`src/rtl/fbdcu_pkg.sv`:
```
package fbdcu_pkg;

    // Stream widths (whole bytes)
    localparam int IN_W  = 160;
    localparam int OUT_W = 120;

    // Disk geometry
    localparam int BLOCK_BYTES = 512;
    localparam int BLK_SHIFT   = $clog2(BLOCK_BYTES);
    localparam int POS_W       = 41;
    localparam int XB_W        = 25;

    // Configuration register indexes
    localparam int CFG_IDX_W = 1;
    localparam logic [CFG_IDX_W-1:0] CFG_TOTAL_BLOCKS  = 1'b0;
    localparam logic [CFG_IDX_W-1:0] CFG_WRITE_ENABLED = 1'b1;
    localparam logic [31:0] TOTAL_BLOCKS_RST = 32'd65536;

    // Channel command codes
    localparam logic [7:0] OP_BOOT_READ  = 8'h02;
    localparam logic [7:0] OP_NOP        = 8'h03;
    localparam logic [7:0] OP_SENSE      = 8'h04;
    localparam logic [7:0] OP_UNCOND_RSV = 8'h14;
    localparam logic [7:0] OP_WRITE      = 8'h41;
    localparam logic [7:0] OP_READ       = 8'h42;
    localparam logic [7:0] OP_LOCATE     = 8'h43;
    localparam logic [7:0] OP_DEF_EXTENT = 8'h63;
    localparam logic [7:0] OP_READ_CHARS = 8'h64;
    localparam logic [7:0] OP_RELEASE    = 8'h94;
    localparam logic [7:0] OP_READ_LOG   = 8'hA4;
    localparam logic [7:0] OP_RESERVE    = 8'hB4;
    localparam logic [7:0] OP_SENSE_ID   = 8'hE4;

    // Locate operation codes (low nibble)
    localparam logic [3:0] LOC_WRITE      = 4'h1;
    localparam logic [3:0] LOC_READ_REPL  = 4'h2;
    localparam logic [3:0] LOC_FORMAT     = 4'h4;
    localparam logic [3:0] LOC_WRITE_VFY  = 4'h5;
    localparam logic [3:0] LOC_READ       = 4'h6;

    // Result status
    localparam logic [2:0] ST_DONE     = 3'd0;
    localparam logic [2:0] ST_XFER     = 3'd1;
    localparam logic [2:0] ST_XFER_OVR = 3'd2;
    localparam logic [2:0] ST_REJECT   = 3'd3;
    localparam logic [2:0] ST_OVERRUN  = 3'd4;
    localparam logic [2:0] ST_EQCHECK  = 3'd5;

    // Sense codes
    localparam logic [7:0] SNS_REJECT  = 8'h80;
    localparam logic [7:0] SNS_EQUIP   = 8'h10;
    localparam logic [7:0] SNS_OVERRUN = 8'h04;

    // Response kinds
    localparam logic [2:0] KIND_NONE  = 3'd0;
    localparam logic [2:0] KIND_SENSE = 3'd1;
    localparam logic [2:0] KIND_CHARS = 3'd2;
    localparam logic [2:0] KIND_ID    = 3'd3;
    localparam logic [2:0] KIND_LOG   = 3'd4;

    // Remainder unit for the locate replication check
    localparam int DIV_STEPS = 8;
    localparam int DIV_CNT_W = $clog2(DIV_STEPS);

    // Controller to datapath commands
    typedef struct packed {
        logic load;      // capture request, seed remainder unit
        logic div_step;  // one remainder step
        logic commit;    // update state, load result register
    } cmd_t;

endpackage

```
`src/rtl/fbdcu_ctrl.sv`:
```
module fbdcu_ctrl
    import fbdcu_pkg::*;
(
    input  logic aclk,
    input  logic aresetn,
    input  logic s_tvalid,
    output logic s_tready,
    output logic m_tvalid,
    input  logic m_tready,
    output cmd_t cmd
);

    localparam logic [1:0] S_IDLE = 2'd0;
    localparam logic [1:0] S_DIV  = 2'd1;
    localparam logic [1:0] S_EXEC = 2'd2;

    logic [1:0]           state_reg, state_next;
    logic [DIV_CNT_W-1:0] cnt_reg, cnt_next;
    logic                 valid_reg, valid_next;
    logic                 out_free;

    assign out_free = !valid_reg || m_tready;
    assign s_tready = (state_reg == S_IDLE);
    assign m_tvalid = valid_reg;

    // Sequence: capture, remainder steps, execute when result slot frees
    always_comb begin
        state_next   = state_reg;
        cnt_next     = cnt_reg;
        cmd          = '0;
        case (state_reg)
            S_IDLE: begin
                if (s_tvalid) begin
                    cmd.load   = 1'b1;
                    cnt_next   = '0;
                    state_next = S_DIV;
                end
            end
            S_DIV: begin
                cmd.div_step = 1'b1;
                cnt_next     = cnt_reg + 1'b1;
                if (cnt_reg == DIV_CNT_W'(DIV_STEPS - 1)) begin
                    state_next = S_EXEC;
                end
            end
            S_EXEC: begin
                if (out_free) begin
                    cmd.commit = 1'b1;
                    state_next = S_IDLE;
                end
            end
            default: state_next = S_IDLE;
        endcase
    end

    // Hold the result until taken
    always_comb begin
        valid_next = valid_reg;
        if (cmd.commit) begin
            valid_next = 1'b1;
        end else if (m_tready) begin
            valid_next = 1'b0;
        end
    end

    always_ff @(posedge aclk) begin
        if (!aresetn) begin
            state_reg <= S_IDLE;
            cnt_reg   <= '0;
            valid_reg <= 1'b0;
        end else begin
            state_reg <= state_next;
            cnt_reg   <= cnt_next;
            valid_reg <= valid_next;
        end
    end

endmodule

```
`src/rtl/fbdcu_dp.sv`:
```
module fbdcu_dp
    import fbdcu_pkg::*;
(
    input  logic                 aclk,
    input  logic                 aresetn,
    input  cmd_t                 cmd,
    input  logic [IN_W-1:0]      s_tdata,
    input  logic                 cfg_we,
    input  logic [CFG_IDX_W-1:0] cfg_index,
    input  logic [31:0]          cfg_wdata,
    output logic [OUT_W-1:0]     m_tdata
);

    typedef struct packed {
        logic [2:0]       status;
        logic [7:0]       sense;
        logic             set_sense;
        logic [15:0]      resid;
        logic             il;
        logic [POS_W-1:0] offset;
        logic [XB_W-1:0]  xbytes;
        logic [15:0]      cbytes;
        logic             isread;
        logic             xfer;
        logic [15:0]      bl_new;
        logic [POS_W-1:0] pos_new;
    } sio_t;

    typedef struct packed {
        logic [15:0] resid;
        logic        il;
        logic [5:0]  rlen;
    } resp_t;

    function automatic logic length_flag(input logic [XB_W-1:0] cnt,
                                         input logic [XB_W-1:0] moved,
                                         input logic [XB_W-1:0] avail,
                                         input logic dc, input logic sli);
        logic suppress;
        logic goes_on;
        suppress = sli && !dc;
        goes_on  = dc && (moved < avail);
        return !suppress && !goes_on && (cnt != avail);
    endfunction

    function automatic resp_t respond(input logic [5:0] avail, input logic [15:0] cnt,
                                      input logic dc, input logic sli);
        resp_t r;
        logic [15:0] len;
        len    = (cnt < 16'(avail)) ? cnt : 16'(avail);
        r.resid = cnt - len;
        r.il    = length_flag(XB_W'(cnt), XB_W'(len), XB_W'(avail), dc, sli);
        r.rlen  = len[5:0];
        return r;
    endfunction

    function automatic sio_t start_io(input logic rd, input logic [15:0] cnt,
                                      input logic dc, input logic sli, input logic we,
                                      input logic [15:0] bl, input logic [POS_W-1:0] pos);
        sio_t r;
        logic [XB_W-1:0] max_b;
        logic [15:0]     guest;
        logic            ovr;
        logic [15:0]     g2;
        logic [15:0]     blocks;
        logic [XB_W-1:0] io;
        max_b = {bl, {BLK_SHIFT{1'b0}}};
        guest = (XB_W'(cnt) < max_b) ? cnt : max_b[15:0];
        ovr   = dc && (guest[BLK_SHIFT-1:0] != '0);
        g2    = ovr ? {guest[15:BLK_SHIFT], {BLK_SHIFT{1'b0}}} : guest;
        if (!rd && g2 == '0 && !dc) begin
            blocks = bl;
        end else begin
            blocks = 16'(g2[15:BLK_SHIFT]) + 16'(|g2[BLK_SHIFT-1:0]);
        end
        io = rd ? XB_W'(g2) : {blocks, {BLK_SHIFT{1'b0}}};
        r         = '0;
        r.bl_new  = bl;
        r.pos_new = pos;
        if (!rd && !we) begin
            r.status    = ST_EQCHECK;
            r.sense     = SNS_EQUIP;
            r.set_sense = 1'b1;
            r.resid     = cnt;
        end else begin
            r.resid = cnt - g2;
            r.il    = ovr ? 1'b0 : length_flag(XB_W'(cnt), XB_W'(g2), max_b, dc, sli);
            if (io == '0) begin
                if (ovr) begin
                    r.status    = ST_OVERRUN;
                    r.sense     = SNS_OVERRUN;
                    r.set_sense = 1'b1;
                end else begin
                    r.status = ST_DONE;
                end
            end else begin
                r.offset  = pos;
                r.xbytes  = io;
                r.cbytes  = g2;
                r.isread  = rd;
                r.xfer    = 1'b1;
                r.bl_new  = bl - blocks;
                r.pos_new = pos + POS_W'(io);
                if (ovr) begin
                    r.status    = ST_XFER_OVR;
                    r.sense     = SNS_OVERRUN;
                    r.set_sense = 1'b1;
                end else begin
                    r.status = ST_XFER;
                end
            end
        end
        return r;
    endfunction

    // Captured request
    logic [7:0]  opc_reg;
    logic        first_reg, dc_reg, sli_reg;
    logic [15:0] count_reg;
    logic [31:0] pw0_reg, pw1_reg, pw2_reg, pw3_reg;

    // Configuration
    logic [31:0] total_reg;
    logic        we_reg;

    // Unit state
    logic             ev_reg, ev_next;
    logic [7:0]       wmask_reg, wmask_next;
    logic [31:0]      ebase_reg, ebase_next;
    logic [31:0]      elow_reg, elow_next;
    logic [31:0]      ehigh_reg, ehigh_next;
    logic [7:0]       lop_reg, lop_next;
    logic [15:0]      bl_reg, bl_next;
    logic [POS_W-1:0] pos_reg, pos_next;
    logic             boot_reg, boot_next;
    logic             rsv_reg, rsv_next;
    logic [7:0]       prev_reg, prev_next;
    logic             pchain_reg, pchain_next;
    logic [7:0]       sense_reg, sense_next;

    // Remainder unit
    logic [15:0] rem_reg;
    logic [7:0]  quo_reg;
    logic [16:0] rem_trial;

    // Result register fields
    logic [2:0]       r_status, o_status_reg;
    logic [7:0]       r_sense, o_sense_reg;
    logic [15:0]      r_resid, o_resid_reg;
    logic             r_il, o_il_reg;
    logic [POS_W-1:0] r_offset, o_offset_reg;
    logic [XB_W-1:0]  r_xbytes, o_xbytes_reg;
    logic [15:0]      r_cbytes, o_cbytes_reg;
    logic             r_isread, o_isread_reg;
    logic [2:0]       r_kind, o_kind_reg;
    logic [5:0]       r_rlen, o_rlen_reg;

    // Decode helpers
    logic [7:0]  prev;
    logic        cont, after_boot, ev0;
    logic [3:0]  cur_loc;
    logic        io_rd;
    logic [15:0] io_bl;
    logic [POS_W-1:0] io_pos;
    sio_t        sio;
    resp_t       rsp;
    logic [5:0]  rsp_avail;
    logic [2:0]  rsp_kind;

    // Locate and define extent checks
    logic [7:0]  l_op, l_repl;
    logic [15:0] l_nblk;
    logic [31:0] l_first, l_sum;
    logic [1:0]  l_wm;
    logic        l_bad_op, l_bad;
    logic        d_bad;

    assign rem_trial = {rem_reg, quo_reg[7]};

    // Remainder step: shift in one dividend bit, subtract when it fits
    always_ff @(posedge aclk) begin
        if (cmd.load) begin
            rem_reg <= '0;
            quo_reg <= s_tdata[50:43];
        end else if (cmd.div_step) begin
            quo_reg <= {quo_reg[6:0], 1'b0};
            if (rem_trial >= {1'b0, pw0_reg[15:0]}) begin
                rem_reg <= 16'(rem_trial - {1'b0, pw0_reg[15:0]});
            end else begin
                rem_reg <= rem_trial[15:0];
            end
        end
    end

    // Capture the request
    always_ff @(posedge aclk) begin
        if (cmd.load) begin
            opc_reg   <= s_tdata[7:0];
            first_reg <= s_tdata[8];
            dc_reg    <= s_tdata[9];
            sli_reg   <= s_tdata[10];
            count_reg <= s_tdata[26:11];
            pw0_reg   <= s_tdata[58:27];
            pw1_reg   <= s_tdata[90:59];
            pw2_reg   <= s_tdata[122:91];
            pw3_reg   <= s_tdata[154:123];
        end
    end

    assign prev       = first_reg ? 8'h00 : prev_reg;
    assign cont       = !first_reg && pchain_reg;
    assign after_boot = first_reg && boot_reg && (opc_reg == OP_READ);
    assign ev0        = (first_reg && !after_boot) ? 1'b0 : ev_reg;
    assign cur_loc    = lop_reg[3:0];

    // One shared transfer computation
    assign io_rd  = (opc_reg != OP_WRITE);
    assign io_bl  = (opc_reg == OP_BOOT_READ) ? 16'd1 : bl_reg;
    assign io_pos = (opc_reg == OP_BOOT_READ) ? '0 : pos_reg;
    assign sio    = start_io(io_rd, count_reg, dc_reg, sli_reg, we_reg, io_bl, io_pos);

    // One shared fixed response computation
    always_comb begin
        case (opc_reg)
            OP_READ_CHARS: begin rsp_avail = 6'd32; rsp_kind = KIND_CHARS; end
            OP_SENSE_ID:   begin rsp_avail = 6'd7;  rsp_kind = KIND_ID;    end
            OP_READ_LOG:   begin rsp_avail = 6'd24; rsp_kind = KIND_LOG;   end
            default:       begin rsp_avail = 6'd24; rsp_kind = KIND_SENSE; end
        endcase
    end
    assign rsp = respond(rsp_avail, count_reg, dc_reg, sli_reg);

    // Locate parameter checks
    assign l_op    = pw0_reg[31:24];
    assign l_repl  = pw0_reg[23:16];
    assign l_nblk  = pw0_reg[15:0];
    assign l_first = pw1_reg;
    assign l_wm    = wmask_reg[7:6];
    assign l_sum   = ebase_reg + l_first - elow_reg;

    always_comb begin
        if (l_op[7:5] != 3'b000) begin
            l_bad_op = 1'b1;
        end else begin
            case (l_op[3:0])
                LOC_WRITE, LOC_WRITE_VFY: l_bad_op = (l_wm == 2'd1);
                LOC_READ:                 l_bad_op = 1'b0;
                LOC_READ_REPL: l_bad_op = (l_repl == '0) || (l_nblk == '0) || (rem_reg != '0);
                LOC_FORMAT:               l_bad_op = (l_wm == 2'd0);
                default:                  l_bad_op = 1'b1;
            endcase
        end
    end

    assign l_bad = l_bad_op || (l_nblk == '0) || (l_first < elow_reg) ||
                   (l_first > ehigh_reg) ||
                   (33'(l_nblk) > ({1'b0, ehigh_reg} - {1'b0, l_first} + 33'd1));

    // Define extent parameter checks
    assign d_bad = pw0_reg[29] || (pw3_reg < pw2_reg) || (pw1_reg >= total_reg) ||
                   ((pw3_reg - pw2_reg) >= (total_reg - pw1_reg));

    // Execute the command
    always_comb begin
        ev_next     = ev_reg;
        wmask_next  = wmask_reg;
        ebase_next  = ebase_reg;
        elow_next   = elow_reg;
        ehigh_next  = ehigh_reg;
        lop_next    = lop_reg;
        bl_next     = bl_reg;
        pos_next    = pos_reg;
        boot_next   = first_reg ? 1'b0 : boot_reg;
        rsv_next    = rsv_reg;
        prev_next   = opc_reg;
        pchain_next = dc_reg;
        sense_next  = sense_reg;
        r_status    = ST_DONE;
        r_sense     = '0;
        r_resid     = '0;
        r_il        = 1'b0;
        r_offset    = '0;
        r_xbytes    = '0;
        r_cbytes    = '0;
        r_isread    = 1'b0;
        r_kind      = KIND_NONE;
        r_rlen      = '0;
        if (first_reg && !after_boot) begin
            ev_next = 1'b0;
        end
        case (opc_reg)
            OP_BOOT_READ: begin
                if (!first_reg && prev != OP_BOOT_READ) begin
                    r_status = ST_REJECT; r_sense = SNS_REJECT; r_resid = count_reg;
                    sense_next = SNS_REJECT;
                end else if (dc_reg) begin
                    r_status = ST_OVERRUN; r_sense = SNS_OVERRUN; r_resid = count_reg;
                    sense_next = SNS_OVERRUN;
                end else begin
                    wmask_next = '0;
                    ebase_next = '0;
                    elow_next  = '0;
                    ehigh_next = total_reg - 32'd1;
                    ev_next    = 1'b1;
                    bl_next    = 16'd1;
                    pos_next   = sio.pos_new;
                    r_status = sio.status; r_sense = sio.sense; r_resid = sio.resid;
                    r_il = sio.il; r_offset = sio.offset; r_xbytes = sio.xbytes;
                    r_cbytes = sio.cbytes; r_isread = sio.isread;
                    if (sio.set_sense) sense_next = sio.sense;
                    if (sio.xfer) boot_next = 1'b1;
                end
            end
            OP_NOP: begin
                r_resid = count_reg;
            end
            OP_WRITE, OP_READ: begin
                if ((opc_reg == OP_WRITE &&
                     ((prev != OP_LOCATE && !(cont && prev == OP_WRITE)) ||
                      (cur_loc != LOC_WRITE && cur_loc != LOC_WRITE_VFY))) ||
                    (opc_reg == OP_READ &&
                     ((!after_boot && prev != OP_LOCATE && prev != OP_BOOT_READ &&
                       !(cont && prev == OP_READ)) ||
                      (!after_boot && prev != OP_BOOT_READ &&
                       cur_loc != LOC_READ && cur_loc != LOC_READ_REPL)))) begin
                    r_status = ST_REJECT; r_sense = SNS_REJECT; r_resid = count_reg;
                    sense_next = SNS_REJECT;
                end else begin
                    bl_next  = sio.bl_new;
                    pos_next = sio.pos_new;
                    r_status = sio.status; r_sense = sio.sense; r_resid = sio.resid;
                    r_il = sio.il; r_offset = sio.offset; r_xbytes = sio.xbytes;
                    r_cbytes = sio.cbytes; r_isread = sio.isread;
                    if (sio.set_sense) sense_next = sio.sense;
                end
            end
            OP_LOCATE: begin
                if (count_reg < 16'd8 || !ev0) begin
                    r_status = ST_REJECT; r_sense = SNS_REJECT; r_resid = count_reg;
                    sense_next = SNS_REJECT;
                end else if (l_bad) begin
                    r_status = ST_REJECT; r_sense = SNS_REJECT;
                    r_resid = count_reg - 16'd8;
                    sense_next = SNS_REJECT;
                end else begin
                    lop_next = l_op;
                    bl_next  = l_nblk;
                    pos_next = {l_sum, {BLK_SHIFT{1'b0}}};
                    r_resid  = count_reg - 16'd8;
                end
            end
            OP_DEF_EXTENT: begin
                if (count_reg < 16'd16 || ev0) begin
                    r_status = ST_REJECT; r_sense = SNS_REJECT; r_resid = count_reg;
                    sense_next = SNS_REJECT;
                end else if (d_bad) begin
                    r_status = ST_REJECT; r_sense = SNS_REJECT;
                    r_resid = count_reg - 16'd16;
                    sense_next = SNS_REJECT;
                end else begin
                    wmask_next = pw0_reg[31:24];
                    ebase_next = pw1_reg;
                    elow_next  = pw2_reg;
                    ehigh_next = pw3_reg;
                    ev_next    = 1'b1;
                    r_resid    = count_reg - 16'd16;
                end
            end
            OP_READ_CHARS, OP_SENSE_ID, OP_READ_LOG: begin
                r_resid = rsp.resid; r_il = rsp.il; r_kind = rsp_kind; r_rlen = rsp.rlen;
            end
            OP_RELEASE, OP_RESERVE, OP_SENSE, OP_UNCOND_RSV: begin
                if (((opc_reg == OP_RELEASE || opc_reg == OP_RESERVE) && ev0) ||
                    (opc_reg == OP_UNCOND_RSV && !first_reg)) begin
                    r_status = ST_REJECT; r_sense = SNS_REJECT; r_resid = count_reg;
                    sense_next = SNS_REJECT;
                end else begin
                    if (opc_reg == OP_RELEASE) rsv_next = 1'b0;
                    if (opc_reg == OP_RESERVE || opc_reg == OP_UNCOND_RSV) rsv_next = 1'b1;
                    r_sense    = sense_reg;
                    sense_next = '0;
                    r_resid = rsp.resid; r_il = rsp.il; r_kind = rsp_kind; r_rlen = rsp.rlen;
                end
            end
            default: begin
                r_status = ST_REJECT; r_sense = SNS_REJECT; r_resid = count_reg;
                sense_next = SNS_REJECT;
            end
        endcase
    end

    // Configuration writes
    always_ff @(posedge aclk) begin
        if (!aresetn) begin
            total_reg <= TOTAL_BLOCKS_RST;
            we_reg    <= 1'b1;
        end else if (cfg_we) begin
            case (cfg_index)
                CFG_TOTAL_BLOCKS:  total_reg <= cfg_wdata;
                CFG_WRITE_ENABLED: we_reg    <= cfg_wdata[0];
                default: ;
            endcase
        end
    end

    // Advance the unit state
    always_ff @(posedge aclk) begin
        if (!aresetn) begin
            ev_reg     <= 1'b0;
            wmask_reg  <= '0;
            ebase_reg  <= '0;
            elow_reg   <= '0;
            ehigh_reg  <= '0;
            lop_reg    <= '0;
            bl_reg     <= '0;
            pos_reg    <= '0;
            boot_reg   <= 1'b0;
            rsv_reg    <= 1'b0;
            prev_reg   <= '0;
            pchain_reg <= 1'b0;
            sense_reg  <= '0;
        end else if (cmd.commit) begin
            ev_reg     <= ev_next;
            wmask_reg  <= wmask_next;
            ebase_reg  <= ebase_next;
            elow_reg   <= elow_next;
            ehigh_reg  <= ehigh_next;
            lop_reg    <= lop_next;
            bl_reg     <= bl_next;
            pos_reg    <= pos_next;
            boot_reg   <= boot_next;
            rsv_reg    <= rsv_next;
            prev_reg   <= prev_next;
            pchain_reg <= pchain_next;
            sense_reg  <= sense_next;
        end
    end

    // Load the result register
    always_ff @(posedge aclk) begin
        if (cmd.commit) begin
            o_status_reg <= r_status;
            o_sense_reg  <= r_sense;
            o_resid_reg  <= r_resid;
            o_il_reg     <= r_il;
            o_offset_reg <= r_offset;
            o_xbytes_reg <= r_xbytes;
            o_cbytes_reg <= r_cbytes;
            o_isread_reg <= r_isread;
            o_kind_reg   <= r_kind;
            o_rlen_reg   <= r_rlen;
        end
    end

    assign m_tdata = {o_rlen_reg, o_kind_reg, o_isread_reg, o_cbytes_reg, o_xbytes_reg,
                      o_offset_reg, o_il_reg, o_resid_reg, o_sense_reg, o_status_reg};

endmodule

```
`src/rtl/fixed_block_disk_command_unit.sv`:
```
// Fixed-block disk command unit: takes one channel command per request and
// returns one result. The request is captured, runs through 8 steps of the
// bit-serial remainder unit used by the locate replication check and is then
// executed, which loads the result. The next command is accepted the cycle
// after the result is loaded, while that result may still wait on m_tready.
// A command that is ready to execute while the previous result still waits
// holds until that result is taken. No clearing pass is needed after reset.
// Configuration is written through cfg_we/cfg_index/cfg_wdata; the user must
// write it only while the unit is idle, the block does not enforce it.
module fixed_block_disk_command_unit
    import fbdcu_pkg::*;
(
    input  logic                 aclk,
    input  logic                 aresetn,
    input  logic                 s_tvalid,
    output logic                 s_tready,
    // operation, first_in_program, data_chain, suppress_length, byte_count,
    // param_word0, param_word1, param_word2, param_word3
    input  logic [IN_W-1:0]      s_tdata,
    output logic                 m_tvalid,
    input  logic                 m_tready,
    // status, sense_out, residual_count, incorrect_length, xfer_offset,
    // xfer_bytes, channel_bytes, xfer_is_read, response_kind, response_length
    output logic [OUT_W-1:0]     m_tdata,
    input  logic                 cfg_we,
    input  logic [CFG_IDX_W-1:0] cfg_index,
    input  logic [31:0]          cfg_wdata
);

    cmd_t cmd;

    fbdcu_ctrl u_ctrl (
        .aclk     (aclk),
        .aresetn  (aresetn),
        .s_tvalid (s_tvalid),
        .s_tready (s_tready),
        .m_tvalid (m_tvalid),
        .m_tready (m_tready),
        .cmd      (cmd)
    );

    fbdcu_dp u_dp (
        .aclk      (aclk),
        .aresetn   (aresetn),
        .cmd       (cmd),
        .s_tdata   (s_tdata),
        .cfg_we    (cfg_we),
        .cfg_index (cfg_index),
        .cfg_wdata (cfg_wdata),
        .m_tdata   (m_tdata)
    );

endmodule

```
`config.mk`:
```
export PLATFORM = sky130hd
export DESIGN_NAME = fixed_block_disk_command_unit
export DESIGN_NICKNAME = d
export VERILOG_FILES = /design/src/rtl/fbdcu_pkg.sv /design/src/rtl/fbdcu_ctrl.sv /design/src/rtl/fbdcu_dp.sv /design/src/rtl/fixed_block_disk_command_unit.sv
export SDC_FILE = /design/constraint.sdc
export NUM_CORES = 2
export LEC_CHECK = 0
export ABC_CLOCK_PERIOD_IN_PS = 9100
export BUFFER_PORTS_ARGS = -buffer_cell sky130_fd_sc_hd__clkbuf_2
export CAP_MARGIN = 10
export CORE_MARGIN = 1
export CORE_UTILIZATION = 47
export CTS_CLUSTER_DIAMETER = 40
export DETAILED_ROUTE_END_ITERATION = 16
export PLACE_DENSITY = 0.63
export SETUP_SLACK_MARGIN = 0.05
export SYNTH_ARGS = -nofsm -noshare
export SYNTH_HDL_FRONTEND = slang
export SYNTH_SLANG_ARGS = --single-unit
```
`constraint.sdc`:
```
create_clock -name aclk -period 9.1 [get_ports aclk]
set_clock_uncertainty 0.2 [all_clocks]
set_input_delay 1.82 -clock aclk [delete_from_list [all_inputs] [get_ports aclk]]
set_output_delay 1.82 -clock aclk [all_outputs]
set_load 0.02 [all_outputs]
```
==> run_results.csv <==
group,metric,value,unit
critical_path,crit_fanout,26,
routing,drt_first_pass_iters,7,
routing,post_drt_wl_per_cell,20.8,um
global_route,grt_pass1_wl,175000,um
cells_and_area,area_growth,15.9,%
sta,tightest_slew,1.19,ns
critical_path,r2r-start,"u_dp.opc_reg[2]$_DFFE_PP_",
global_route,grt-ovfl-total,0,
die,die_x,280,um
synth,ys_seq_elements,514,
outcome,outcome,"complete, no violations",
place,hpwl,89000,um
power_and_ir_drop,leakage,0.0181,uW
clock_network,clockBufferDepth,3,
hold_path,hold_class,"flop to flop",
clock_network,cts-root-buf,"clkbuf_16",
global_route,grt_pass1_vias,30228,
critical_path,slowest_stage,"or4_1",
power_and_ir_drop,clockPowerShare,44.7,%
die,num_rows,101,
sta,fin_tns_setup,0,ns
clock_network,cts_setup_buffers,0,
hold_path,whs_path_depth,2,
critical_path,rrSetupSlack,0.99,ns
clock_network,cts_resized,0,
global_route,grt_max_degree,69,
sta,final_max_slew_viol_count,0,
synth,yosys.area.top_type,"edfxtp_1",
sta,setup-violations-final,0,
routing,drc,0,
cells_and_area,drive_gt1_share,13.1,%
clock_network,cts_tree,"built",
die,floorplan.initialDensity,47.6,%
cells_and_area,final_common_cell,"nand2_1",
critical_path,required,9.42,ns
cells_and_area,final_cell_mix,"418 x nand2_1, 370 x ha_1, 368 x inv_1, 313 x clkbuf_2, 305 x nor2_1",
power_and_ir_drop,power_frac_comb,19.0,%
hold_path,min_to,"u_dp.lop_reg[3]$_SDFFE_PN0P_",
synth,synthAdderAreaFrac,14.9,%
die,dieArea,78300,um2
clock_network,clk_pin_slew,0.06,ns
synth,yosys.area_share.xor_xnor,4.56,%
sta,rsz0062_at_grt,"no",
die,fp.dieH,280,um
die,ios,320,
routing,vias_per_cell,5.78,
power_and_ir_drop,intPower,5130,uW
synth,ys_seq_area_share,36.2,%
sta,final_min_period_over_clock_period,89.1,%
synth,synth_edf_count,282,
global_route,antenna_found_initial,3,
clock_network,clk_latency,0.65,ns
power_and_ir_drop,max-vdd-ir-drop,0.156,mV
synth,ys.flop_type,"edfxtp_1",
synth,synth-simple-area-share,17.0,%
place,numPortBuffers,313,
synth,ys_async_sr_fraction,0,%
sta,min_period,8.11,ns
routing,routed_wl,114000,um
routing,drtAntennaViolNets,0,
place,place_inst,5346,
clock_network,clock_sinks,514,
synth,synth_top_family_by_area,"compound AO/OA/AOI/OAI gates",
power_and_ir_drop,power_switching,2240,uW
die,coreArea,76200,um2
clock_network,cts_hold_buffers,0,
place,gp_congestion,0.963,
synth,syn_inst,4094,
flow_run,cap_viol_max_count,0,
routing,num_vias,31856,
synth,yosysWarnings,0,
cells_and_area,nets,5011,
cells_and_area,fin_cells,5509,
synth,synth_compound_area_share,21.1,%
synth,synth_area,36300,um2
critical_path,worst-endpoint-arrival,8.43,ns
sta,finalHoldViolations,0,
global_route,grtUsageTotal,28.9,%
sta,relSlewSlack,20.6,%
synth,synth.area.top_cells,"edfxtp_1 23%, dfxtp_1 13%, ha_1 13%",
critical_path,cp_slowest_stage_delay,0.65,ns
critical_path,rr_worst_depth,28,
synth,yosysUniqueCellTypes,96,
sta,max_freq,123,MHz
critical_path,end_kind,"flop",
routing,drt_iter0_markers,2577,
synth,syn_avg_cell_area,8.86,um2
hold_path,holdCritStartpoint,"u_dp.lop_reg[3]$_SDFFE_PN0P_",
power_and_ir_drop,seqPwrFrac,36.2,%
critical_path,startpoint_type,"flop",
synth,synthesis.nets,4701,
power_and_ir_drop,power.density,175,nW/um2
clock_network,cts_buffers,86,
critical_path,path_class,"flop to flop",
critical_path,rr_endpoint,"u_dp.pos_reg[35]$_SDFFE_PN0P_",
cells_and_area,fillers,7080,
power_and_ir_drop,switching_share,30.4,%
critical_path,startpoint,"u_dp.opc_reg[2]$_DFFE_PP_",
synth,synth_mux_area_share,0.849,%
clock_network,cts_max_level,3,
synth,synth_top_area_share,23.3,%
==> cells in the mapped netlist (all sizes together), types with 90 or more instances <==
cell / instances
nand2: 419
nor3: 90
dfxtp: 232
xnor2: 117
inv: 373
nor2: 306
ha: 370
o21ai: 213
a21o: 104
edfxtp: 282
clkbuf: 125
a21oi: 306
==> area by class of cell <==
type	instances	area (um2)	area share, %
Multi-Input combinational cell	3060	21200	50.5
Sequential cell	514	13100	31.2
Clock buffer	95	2270	5.39
Timing Repair Buffer	367	2010	4.78
Inverter	375	1430	3.39
Tap cell	1030	1290	3.07
Clock inverter	67	717	1.71
Antenna cell	1	2.50	0.00595
==> worst max path at each step <==
stage,slack (ns),to,cells past startpoint
2_1_floorplan,1.73,u_dp.pos_reg[38]$_SDFFE_PN0P_,30
3_3_place_gp,1.23,u_dp.pos_reg[35]$_SDFFE_PN0P_,28
3_5_place_dp,1.22,u_dp.pos_reg[35]$_SDFFE_PN0P_,28
4_1_cts,1.13,u_dp.pos_reg[35]$_SDFFE_PN0P_,28
5_1_grt,0.55,u_dp.pos_reg[35]$_SDFFE_PN0P_,28
6_report,0.99,u_dp.pos_reg[35]$_SDFFE_PN0P_,28
==> critical path: cells and delay by family, from the launching register on <==
kind / cells / cell delay (ns)
simple gates: 10 / 2.25
flops: 1 / 0.48
buf+inv: 2 / 0.35
compound gates: 13 / 3.79
fa+ha+maj: 3 / 0.89
==> power groups by stage <==
stage,Sequential [uW],Combinational (uW),Clock [uW]
final,2670,1400,3300
after global routing,2680,1560,3450
after CTS,2670,1390,3350
after detailed placement,2710,1380,0
after global placement,2710,1370,0
after floorplan,2660,1030,0
==> cell families after synthesis <==
group | count (synthesis)
flops | 514
mux | 30
buf+inv | 520
compound gates | 1148
fa+ha+maj | 409
simple gates | 1285
xor+xnor | 188
==> layer usage <==
layer	global-route usage (%)	up-vias	part of all wire, %
met5	0	-	0.0079
met1	39.2	15012	45
met3	4.55	211	6.5
met2	46.3	1088	45
li1	-	15543	-
met4	10.5	2	3.6
==> stage by stage <==
step | setup WS, ns | util [%] | hold WS (ns) | power, uW | area (um2)
after floorplan | 1.73 | - | 0.204 | 3690 | 36300
after global placement | 1.23 | 51.2 | 0.223 | 4080 | 39000
after detailed placement | 1.22 | 51.2 | 0.229 | 4090 | 39000
after CTS | 1.13 | 55.2 | 0.237 | 7410 | 42000
after global routing | 0.547 | 55.2 | 0.260 | 7690 | 42000
final | 0.989 | 55.2 | 0.235 | 7370 | 42000
Note: power is estimated with default switching activity, not from simulation.
